===== config.mk =====
export PLATFORM = sky130hd
export DESIGN_NAME = timeout_table
export DESIGN_NICKNAME = d
export VERILOG_FILES = /design/src/hw/rtl/tt_pkg.sv /design/src/hw/rtl/tt_datapath.sv /design/src/hw/rtl/tt_ctrl.sv /design/src/hw/rtl/timeout_table.sv
export SDC_FILE = /design/constraint.sdc
export NUM_CORES = 2
export LEC_CHECK = 0
export BUFFER_PORTS_ARGS = -buffer_cell sky130_fd_sc_hd__buf_4
export CAP_MARGIN = 20
export CORE_MARGIN = 2
export CORE_UTILIZATION = 40
export CTS_BUF_LIST = sky130_fd_sc_hd__clkbuf_8
export DETAILED_ROUTE_END_ITERATION = 8
export SYNTH_ARGS = -nofsm -noshare
export SYNTH_HDL_FRONTEND = slang
export SYNTH_HIERARCHICAL = 1
export SYNTH_SLANG_ARGS = --single-unit

===== constraint.sdc =====
create_clock -name clk -period 10.66 [get_ports clk]
set_input_delay 2.132 -clock clk [delete_from_list [all_inputs] [get_ports clk]]
set_output_delay 2.132 -clock clk [all_outputs]
set_load 0.05 [all_outputs]

===== src/hw/rtl/tt_pkg.sv =====
// Shared types and constants of the timeout table.
// Holds the command and status codes and the controller/datapath interface structs.
// Used by every module of the block; depends on nothing else.
package tt_pkg;

	// Default sizes handed to the top-level parameters.
	localparam int NUM_TIMERS_DEF = 16;
	localparam int TIME_BITS_DEF  = 32;

	// Fixed field widths of the stream items.
	localparam int CMD_W    = 2;
	localparam int NOW_W    = 32;
	localparam int HANDLE_W = 16;
	localparam int STATUS_W = 3;

	// Input command codes.
	localparam logic [CMD_W-1:0] CMD_TICK   = 2'd0;
	localparam logic [CMD_W-1:0] CMD_ADD    = 2'd1;
	localparam logic [CMD_W-1:0] CMD_REMOVE = 2'd2;

	// Result status codes.
	localparam logic [STATUS_W-1:0] ST_FIRED    = 3'd0;
	localparam logic [STATUS_W-1:0] ST_ADDED    = 3'd1;
	localparam logic [STATUS_W-1:0] ST_FULL     = 3'd2;
	localparam logic [STATUS_W-1:0] ST_REMOVED  = 3'd3;
	localparam logic [STATUS_W-1:0] ST_NOTFOUND = 3'd4;

	// Commands from the controller to the datapath.
	typedef struct packed {
		logic load;   // capture the accepted item
		logic add;    // store a new timer at the end of the table
		logic step;   // take the head entry, keep or drop it
		logic flush;  // move the held result to the output register as the last one
	} tt_cmd_t;

	// Status from the datapath to the controller.
	typedef struct packed {
		logic tick;       // the held item is a tick
		logic scan_done;  // every entry of the run has been visited
		logic step_ok;    // a step can be taken without losing a result
		logic out_free;   // the output register can take a result
		logic pend_v;     // a result is held back awaiting its last mark
	} tt_stat_t;

endpackage


===== src/hw/rtl/tt_datapath.sv =====
// Datapath of the timeout table: the packed timer table, the item registers,
// the held-back result and the output register. Depends on tt_pkg.
module tt_datapath import tt_pkg::*; #(
	parameter int NUM_TIMERS = NUM_TIMERS_DEF,
	parameter int TIME_BITS  = TIME_BITS_DEF
) (
	input  logic                clk,
	input  logic                arst_n,
	input  tt_cmd_t             ctl,
	output tt_stat_t            stat,
	input  logic [CMD_W-1:0]    item_cmd,
	input  logic [NOW_W-1:0]    now_ms,
	input  logic [NOW_W-1:0]    delay_ms,
	input  logic                one_shot,
	input  logic [HANDLE_W-1:0] handle_in,
	output logic                out_valid,
	input  logic                out_ready,
	output logic [STATUS_W-1:0] out_status,
	output logic [HANDLE_W-1:0] out_handle,
	output logic                out_last
);

	localparam int CNT_W = $clog2(NUM_TIMERS + 1);

	// Timer table, kept packed at the low slots in insertion order.
	logic [HANDLE_W-1:0]  hdl_q   [NUM_TIMERS];
	logic [TIME_BITS-1:0] start_q [NUM_TIMERS];
	logic [TIME_BITS-1:0] dly_q   [NUM_TIMERS];
	logic                 shot_q  [NUM_TIMERS];
	logic [CNT_W-1:0]     cnt_q;
	logic [HANDLE_W-1:0]  next_hdl_q;

	// Registers of the item being worked on.
	logic [CMD_W-1:0]     cmd_q;
	logic [TIME_BITS-1:0] now_q;
	logic [TIME_BITS-1:0] new_dly_q;
	logic                 new_shot_q;
	logic [HANDLE_W-1:0]  hin_q;
	logic [CNT_W-1:0]     rem_q;

	// Result held back until it is known whether another one follows.
	logic                 pend_v_q;
	logic [STATUS_W-1:0]  pend_st_q;
	logic [HANDLE_W-1:0]  pend_hdl_q;

	logic [TIME_BITS-1:0] elapsed;
	logic                 fire;
	logic                 hit;
	logic                 emit;
	logic                 keep;
	logic                 full;
	logic                 out_free;

	// Decision on the head entry of the table.
	always_comb begin
		elapsed  = now_q - start_q[0];
		fire     = (cmd_q == CMD_TICK) && (elapsed > dly_q[0]);
		hit      = (cmd_q == CMD_REMOVE) && (hdl_q[0] == hin_q) && !pend_v_q;
		emit     = fire || hit;
		keep     = !(fire && shot_q[0]) && !hit;
		full     = (cnt_q == CNT_W'(NUM_TIMERS));
		out_free = !out_valid || out_ready;
	end

	// Status towards the controller.
	always_comb begin
		stat.tick      = (cmd_q == CMD_TICK);
		stat.scan_done = (rem_q == '0);
		stat.step_ok   = !(emit && pend_v_q) || out_free;
		stat.out_free  = out_free;
		stat.pend_v    = pend_v_q;
	end

	// Table entries: a step shifts every entry down by one and puts the kept
	// head back at the end; an add writes the first free slot.
	always_ff @(posedge clk) begin
		for (int k = 0; k < NUM_TIMERS; k++) begin
			if (ctl.step) begin
				if (k + 1 < int'(cnt_q)) begin
					hdl_q[k]   <= hdl_q[k + 1];
					start_q[k] <= start_q[k + 1];
					dly_q[k]   <= dly_q[k + 1];
					shot_q[k]  <= shot_q[k + 1];
				end
				if (keep && (k + 1 == int'(cnt_q))) begin
					hdl_q[k]   <= hdl_q[0];
					start_q[k] <= fire ? now_q : start_q[0];
					dly_q[k]   <= dly_q[0];
					shot_q[k]  <= shot_q[0];
				end
			end else if (ctl.add && !full && (k == int'(cnt_q))) begin
				hdl_q[k]   <= next_hdl_q;
				start_q[k] <= now_q;
				dly_q[k]   <= new_dly_q;
				shot_q[k]  <= new_shot_q;
			end
		end
	end

	// Item registers.
	always_ff @(posedge clk) begin
		if (ctl.load) begin
			cmd_q      <= item_cmd;
			now_q      <= TIME_BITS'(now_ms);
			new_dly_q  <= TIME_BITS'(delay_ms);
			new_shot_q <= one_shot;
			hin_q      <= handle_in;
		end
	end

	// Fill count, handle counter and the count of entries left to visit.
	always_ff @(posedge clk or negedge arst_n) begin
		if (!arst_n) begin
			cnt_q      <= '0;
			next_hdl_q <= '0;
			rem_q      <= '0;
		end else begin
			if (ctl.load) begin
				rem_q <= cnt_q;
			end
			if (ctl.step) begin
				rem_q <= rem_q - 1'b1;
				if (!keep) begin
					cnt_q <= cnt_q - 1'b1;
				end
			end
			if (ctl.add && !full) begin
				cnt_q      <= cnt_q + 1'b1;
				next_hdl_q <= next_hdl_q + 1'b1;
			end
		end
	end

	// Held result and output register.
	always_ff @(posedge clk or negedge arst_n) begin
		if (!arst_n) begin
			pend_v_q  <= 1'b0;
			out_valid <= 1'b0;
		end else begin
			if (ctl.step && emit) begin
				pend_v_q <= 1'b1;
			end
			if (ctl.add) begin
				pend_v_q <= 1'b1;
			end
			if (ctl.flush) begin
				pend_v_q <= 1'b0;
			end
			// A new result enters the output register, or the held one leaves it.
			if (ctl.flush || (ctl.step && emit && pend_v_q)) begin
				out_valid <= 1'b1;
			end else if (out_ready) begin
				out_valid <= 1'b0;
			end
		end
	end

	// Payload of the held result and of the output register.
	always_ff @(posedge clk) begin
		if (ctl.step && emit) begin
			pend_st_q  <= fire ? ST_FIRED : ST_REMOVED;
			pend_hdl_q <= hdl_q[0];
			if (pend_v_q) begin
				out_status <= pend_st_q;
				out_handle <= pend_hdl_q;
				out_last   <= 1'b0;
			end
		end
		if (ctl.add) begin
			pend_st_q  <= full ? ST_FULL : ST_ADDED;
			pend_hdl_q <= full ? '0 : next_hdl_q;
		end
		if (ctl.flush) begin
			out_status <= pend_v_q ? pend_st_q : ST_NOTFOUND;
			out_handle <= pend_v_q ? pend_hdl_q : hin_q;
			out_last   <= 1'b1;
		end
	end

endmodule


===== src/hw/rtl/tt_ctrl.sv =====
// Controller of the timeout table: sequences add, scan and flush per item.
// Drives tt_datapath through tt_cmd_t and reads tt_stat_t. Depends on tt_pkg.
module tt_ctrl import tt_pkg::*; (
	input  logic             clk,
	input  logic             arst_n,
	input  logic             in_valid,
	output logic             in_ready,
	input  logic [CMD_W-1:0] in_cmd,
	input  tt_stat_t         stat,
	output tt_cmd_t          ctl
);

	localparam logic [1:0] S_IDLE  = 2'd0;
	localparam logic [1:0] S_ADD   = 2'd1;
	localparam logic [1:0] S_SCAN  = 2'd2;
	localparam logic [1:0] S_FLUSH = 2'd3;

	logic [1:0] state_q;
	logic [1:0] state_d;

	// Next state and commands.
	always_comb begin
		state_d   = state_q;
		in_ready  = (state_q == S_IDLE);
		ctl       = '0;
		case (state_q)
			S_IDLE: begin
				ctl.load = in_valid;
				if (in_valid) begin
					if (in_cmd == CMD_ADD) begin
						state_d = S_ADD;
					end else if (in_cmd == CMD_TICK || in_cmd == CMD_REMOVE) begin
						state_d = S_SCAN;
					end
				end
			end
			S_ADD: begin
				ctl.add = 1'b1;
				state_d = S_FLUSH;
			end
			S_SCAN: begin
				if (stat.scan_done) begin
					state_d = S_FLUSH;
				end else if (stat.step_ok) begin
					ctl.step = 1'b1;
				end
			end
			S_FLUSH: begin
				if (stat.tick && !stat.pend_v) begin
					state_d = S_IDLE;
				end else if (stat.out_free) begin
					ctl.flush = 1'b1;
					state_d   = S_IDLE;
				end
			end
			default: begin
				state_d = S_IDLE;
			end
		endcase
	end

	// State register.
	always_ff @(posedge clk or negedge arst_n) begin
		if (!arst_n) begin
			state_q <= S_IDLE;
		end else begin
			state_q <= state_d;
		end
	end

endmodule


===== src/hw/rtl/timeout_table.sv =====
// Top level of the timeout table: stream ports, controller and datapath.
// Instantiates tt_ctrl and tt_datapath; depends on tt_pkg.
//
// An ordered table of up to NUM_TIMERS timers. An add item stores a timer
// started at now_ms and returns a fresh wrapping 16-bit handle (or table full),
// a remove item deletes the first timer with the given handle (or reports it
// not found), and a tick item fires, in insertion order, every timer whose
// wrapping elapsed time exceeds its delay; fired one-shot timers go, periodic
// ones restart at now_ms. The block takes one item at a time. The scan of a
// tick or a remove visits one table entry per cycle by shifting the table
// through its head; a full output register stalls the scan. Results leave
// through a registered output stage, with tlast on the last result of each
// item; a tick with nothing due and the unused command code give no result.
module timeout_table import tt_pkg::*; #(
	parameter int NUM_TIMERS = NUM_TIMERS_DEF,
	parameter int TIME_BITS  = TIME_BITS_DEF
) (
	input  logic        clk,
	input  logic        arst_n,
	input  logic        s_tvalid,
	output logic        s_tready,
	input  logic [87:0] s_tdata,   // now_ms[31:0], delay_ms[63:32], one_shot[64],
	                               // handle_in[80:65], zeros[87:81]
	input  logic [1:0]  s_tuser,   // cmd[1:0]
	output logic        m_tvalid,
	input  logic        m_tready,
	output logic [15:0] m_tdata,   // handle_out[15:0]
	output logic [2:0]  m_tuser,   // status[2:0]
	output logic        m_tlast
);

	tt_cmd_t  ctl;
	tt_stat_t stat;

	// Sequencing of each item.
	tt_ctrl u_ctrl (
		.clk      (clk),
		.arst_n   (arst_n),
		.in_valid (s_tvalid),
		.in_ready (s_tready),
		.in_cmd   (s_tuser),
		.stat     (stat),
		.ctl      (ctl)
	);

	// Timer table and result path.
	tt_datapath #(
		.NUM_TIMERS (NUM_TIMERS),
		.TIME_BITS  (TIME_BITS)
	) u_datapath (
		.clk        (clk),
		.arst_n     (arst_n),
		.ctl        (ctl),
		.stat       (stat),
		.item_cmd   (s_tuser),
		.now_ms     (s_tdata[31:0]),
		.delay_ms   (s_tdata[63:32]),
		.one_shot   (s_tdata[64]),
		.handle_in  (s_tdata[80:65]),
		.out_valid  (m_tvalid),
		.out_ready  (m_tready),
		.out_status (m_tuser),
		.out_handle (m_tdata),
		.out_last   (m_tlast)
	);

	// No result is held back while the block waits for a new item.
	a_idle_no_pending: assert property (@(posedge clk) disable iff (!arst_n)
		s_tready |-> !stat.pend_v)
		else $error("result still held back while idle");

	// Only a tick gives more than one result, so a non-last result is a fired one.
	a_non_last_fired: assert property (@(posedge clk) disable iff (!arst_n)
		(m_tvalid && !m_tlast) |-> (m_tuser == ST_FIRED))
		else $error("non-last result that is not a fired timer");

	// A result started by a flush always carries the last mark.
	a_flush_last: assert property (@(posedge clk) disable iff (!arst_n)
		ctl.flush |=> (m_tvalid && m_tlast))
		else $error("flushed result without last mark");

endmodule


==> impl_metrics.yaml <==
setup_path:
  startpoint: "u_datapath/now_q[0]$_DFFE_PP_"
  reg2reg_slack_ns: 1.40
  timing.rr.start: "u_datapath/now_q[0]$_DFFE_PP_"
  path_delay_family: "compound AO/OA/AOI/OAI gates"
  critPathRequiredTime_ns: 11.26
  slowest_delay_ns: 0.74
  cp_data_arrival_time_ns: 9.87
  worstSetupPathType: "reg2reg"
  cpMaxStageDelayCell: "a21oi_4"
  crit_buf_inv: 6
  critPathCaptureType: "flip-flop"
  cpMostUsedCell: "inv_1"
  start_kind: "flip-flop"
  path_max_fanout: 56
timing:
  worst_slew_pin_slew_ns: 1.15
  hold_violations: 0
  fmax_mhz: 108
  clock_skew_ns: 0.103
  holdWs_ns: 0.461
  finalSetupTns_ns: 0
  rsz0062_at_grt: "no"
  max_slew_margin_pct: 23.5
  period_needed_ns: 9.26
  fin_ws_ns: 1.40
  maxSlewViolCount: 0
  finalSetupViolations: 0
  finalCritPeriodShare_pct: 86.9
placed_design:
  dpl.hpwl_um: 134000
  portBuffers: 108
  dp_slack_ns: 1.66
  gp_congestion: 0.889
cts:
  htreeDepth: 5
  cts_buffer_depth: 4
  hold_buffers: 0
  post_cts_buffers: 0
  path_clk_slew_ns: 0.06
  cts_sinks: 1447
  cts_tree: "yes"
  cts_buffers: 274
  clock_latency_ns: 1.04
  cts-root-buf: "clkbuf_8"
  post_cts_resized: 0
power_and_ir_drop:
  powerDensity_nw_per_um2: 316
  irDropWorstVdd_mv: 0.260
  cellLeakagePower_nw: 29.1
global_routing:
  use_met1_pct: 31.8
  grt_util_met3_pct: 5.12
  grt_use_total_pct: 24.8
  use_met2_pct: 40.6
  grt_pass1_vias: 56300
  grt_max_degree: 85
  top_usage_layer: "met2"
  grt_remaining_overflow: 0
  grt_pass1_wl_um: 360000
  antenna_found_initial: 6
routing:
  drc: 0
  via_count: 57800
  drt_iter0_drc: 6988
  first_pass_iters: 6
  ant_nets: 0
  drt-total-wl_um: 243000
  wire_per_inst_um: 24.5
  drt-vias-per-instance: 5.83
yosys:
  yosys.area.top_type: "edfxtp_1"
  synth_common_cells: "1,836 x nand2_1, 1,416 x edfxtp_1, 907 x nor2_1"
  syn_nets: 7687
  yosysMostFrequentCell: "nand2_1"
  avgSynthCellArea_um2: 9.90
  async_flop_share_pct: 2.07
  ys.flop_type: "edfxtp_1"
  synth_area_leaders: "edfxtp_1 57%, nand2_1 9.3%, o21ai_0 4.9%, nor2_1 4.6%, a31oi_1 4.5%"
  ys_types: 81
  synth-compound-area-share_pct: 13.7
  synthCells: 7515
  synth_edf_count: 1416
  netlist.area_leader.share_pct: 57.2
  yosys_warnings: 6
  seq_area_frac_synth_pct: 58.2
  synth-xor-area-share_pct: 0.742
  synthAdderAreaFrac_pct: 1.32
  syn_area_um2: 74400
  synth_seq_cells: 1447
  synth_top_family_by_area: "simple AND/OR/NAND/NOR gates"
  synth_simple_gate_area_share_pct: 15.4
  synth_mux_area_share_pct: 5.35
die:
  core-area_um2: 185000
  initial_core_util_pct: 40.2
  num_rows: 158
  die_h_um: 435
  ios: 116
  die_w_um: 435
  die_area_um2: 189000
run:
  drv_cap: 0
outcome:
  status: "finished clean"
cells_and_area:
  nets: 7443
  drive_gt1_share_pct: 10.4
  syn_to_final_growth_pct: 9.23
  fillCellCount: 17400
worst_hold_path:
  worstHoldStart: "u_datapath/out_last$_SDFFE_PP1P_"
  hp-class: "reg2reg"
[stage by stage]
| step | cells | cell area [um^2] | power (W) | util (%) |
|---|---|---|---|---|
| after floorplan | 7515 | 74400 | 0.0177 | - |
| final | 9927 | 81300 | 0.0257 | 43.9 |
| after global placement | 9470 | 76500 | 0.0205 | 41.4 |
| after CTS | 9920 | 81200 | 0.0257 | 43.9 |
| after global routing | 9925 | 81300 | 0.0270 | 43.9 |
| after detailed placement | 9473 | 76600 | 0.0208 | 41.4 |
[where the power goes]
group | leakage, nW | switching (W) | internal, W
registers | 13.8 | 0.00130 | 0.0109
logic | 12.6 | 0.00595 | 0.00271
clock network | 2.74 | 0.00239 | 0.00245
[worst reg2reg max path: cells and delay by family, from the launching register on]
kind / cells / cell delay [ns]
AOI/OAI and AO/OA: 13 / 4.34
xor gates and xnor gates: 1 / 0.19
adders and majority gates: 3 / 0.96
buffers and inverters: 6 / 1.37
DFF: 1 / 0.50
and+or+nand+nor: 5 / 1.31
[per-layer routing]
metal	wire, um	vias up
met4	11100	4
met1	94700	28100
met3	24200	627
li1	-	25900
met2	113000	3192
met5	28	-
[cell type report]
type	count	area [um^2]	area share [%]
diodes	5	12.5	0.0154
clock buffers	279	3840	4.73
clock inverters	168	747	0.919
inverters	106	398	0.490
multi-input cells	5187	27700	34.1
flip-flops and latches	1447	43300	53.3
well taps	2480	3100	3.82
repair buffers	255	2190	2.70
[final timing paths]
| check | end | cells past startpoint |
|---|---|---|
| max in group asynchronous | u_datapath/next_hdl_q[5]$_DFFE_PN0P_ | 1 |
| setup / recovery | u_datapath/dly_q[3][28]$_DFFE_PP_ | 28 |
| setup reg to reg | u_datapath/dly_q[3][28]$_DFFE_PP_ | 28 |
| min in group asynchronous | u_datapath/next_hdl_q[9]$_DFFE_PN0P_ | 1 |
| hold / removal | u_datapath/out_last$_SDFFE_PP1P_ | 1 |
| hold reg to reg | u_datapath/out_last$_SDFFE_PP1P_ | 1 |
[layout by cell type (no fill, tap or decap), types with 12 or more instances in the layout]
cell / synthesis / routed
a21o_1: 59 / 49
a21oi_1: 46 / 42
a21oi_4: 10 / 14
a221o_1: 32 / 32
a22o_1: 32 / 32
a31oi_1: 531 / 531
and3_1: 13 / 12
buf_12: 0 / 16
buf_4: 102 / 235
clkbuf_8: 0 / 279
clkinv_1: 1 / 38
dfrtp_1: 30 / 30
edfxtp_1: 1416 / 1416
ha_1: 77 / 77
inv_1: 104 / 217
mux2_2: 108 / 108
mux2_4: 20 / 20
mux2i_1: 244 / 244
nand2_1: 1836 / 1827
nand3_1: 56 / 45
nand4_1: 13 / 13
nor2_1: 907 / 893
nor2_4: 0 / 13
nor2b_1: 42 / 42
nor3_1: 22 / 20
o211ai_1: 16 / 16
o21ai_0: 730 / 730
o21ai_1: 198 / 198
o22ai_1: 23 / 23
xnor2_1: 38 / 38
xor2_1: 25 / 25
[sequential cells by signal (all words and copies together), names as in the netlist, 16 cells and up]
name / cells
u_datapath/shot_q: 16
u_datapath/out_handle: 16
u_datapath/pend_hdl_q: 16
u_datapath/next_hdl_q: 16
u_datapath/start_q: 512
u_datapath/dly_q: 512
u_datapath/new_dly_q: 32
u_datapath/hdl_q: 256
u_datapath/hin_q: 16
u_datapath/now_q: 32
[cells by family (layout without fill, tap and decap cells)]
logic type / Yosys count / after routing
simple gates: 2940 / 2940
compound gates: 1732 / 1732
flops: 1447 / 1447
buf+inv: 881 / 808
mux: 374 / 374
fa+ha+maj: 78 / 78
xor+xnor: 63 / 63
other cells: 0 / 5
(Power assumes the default switching activity.)
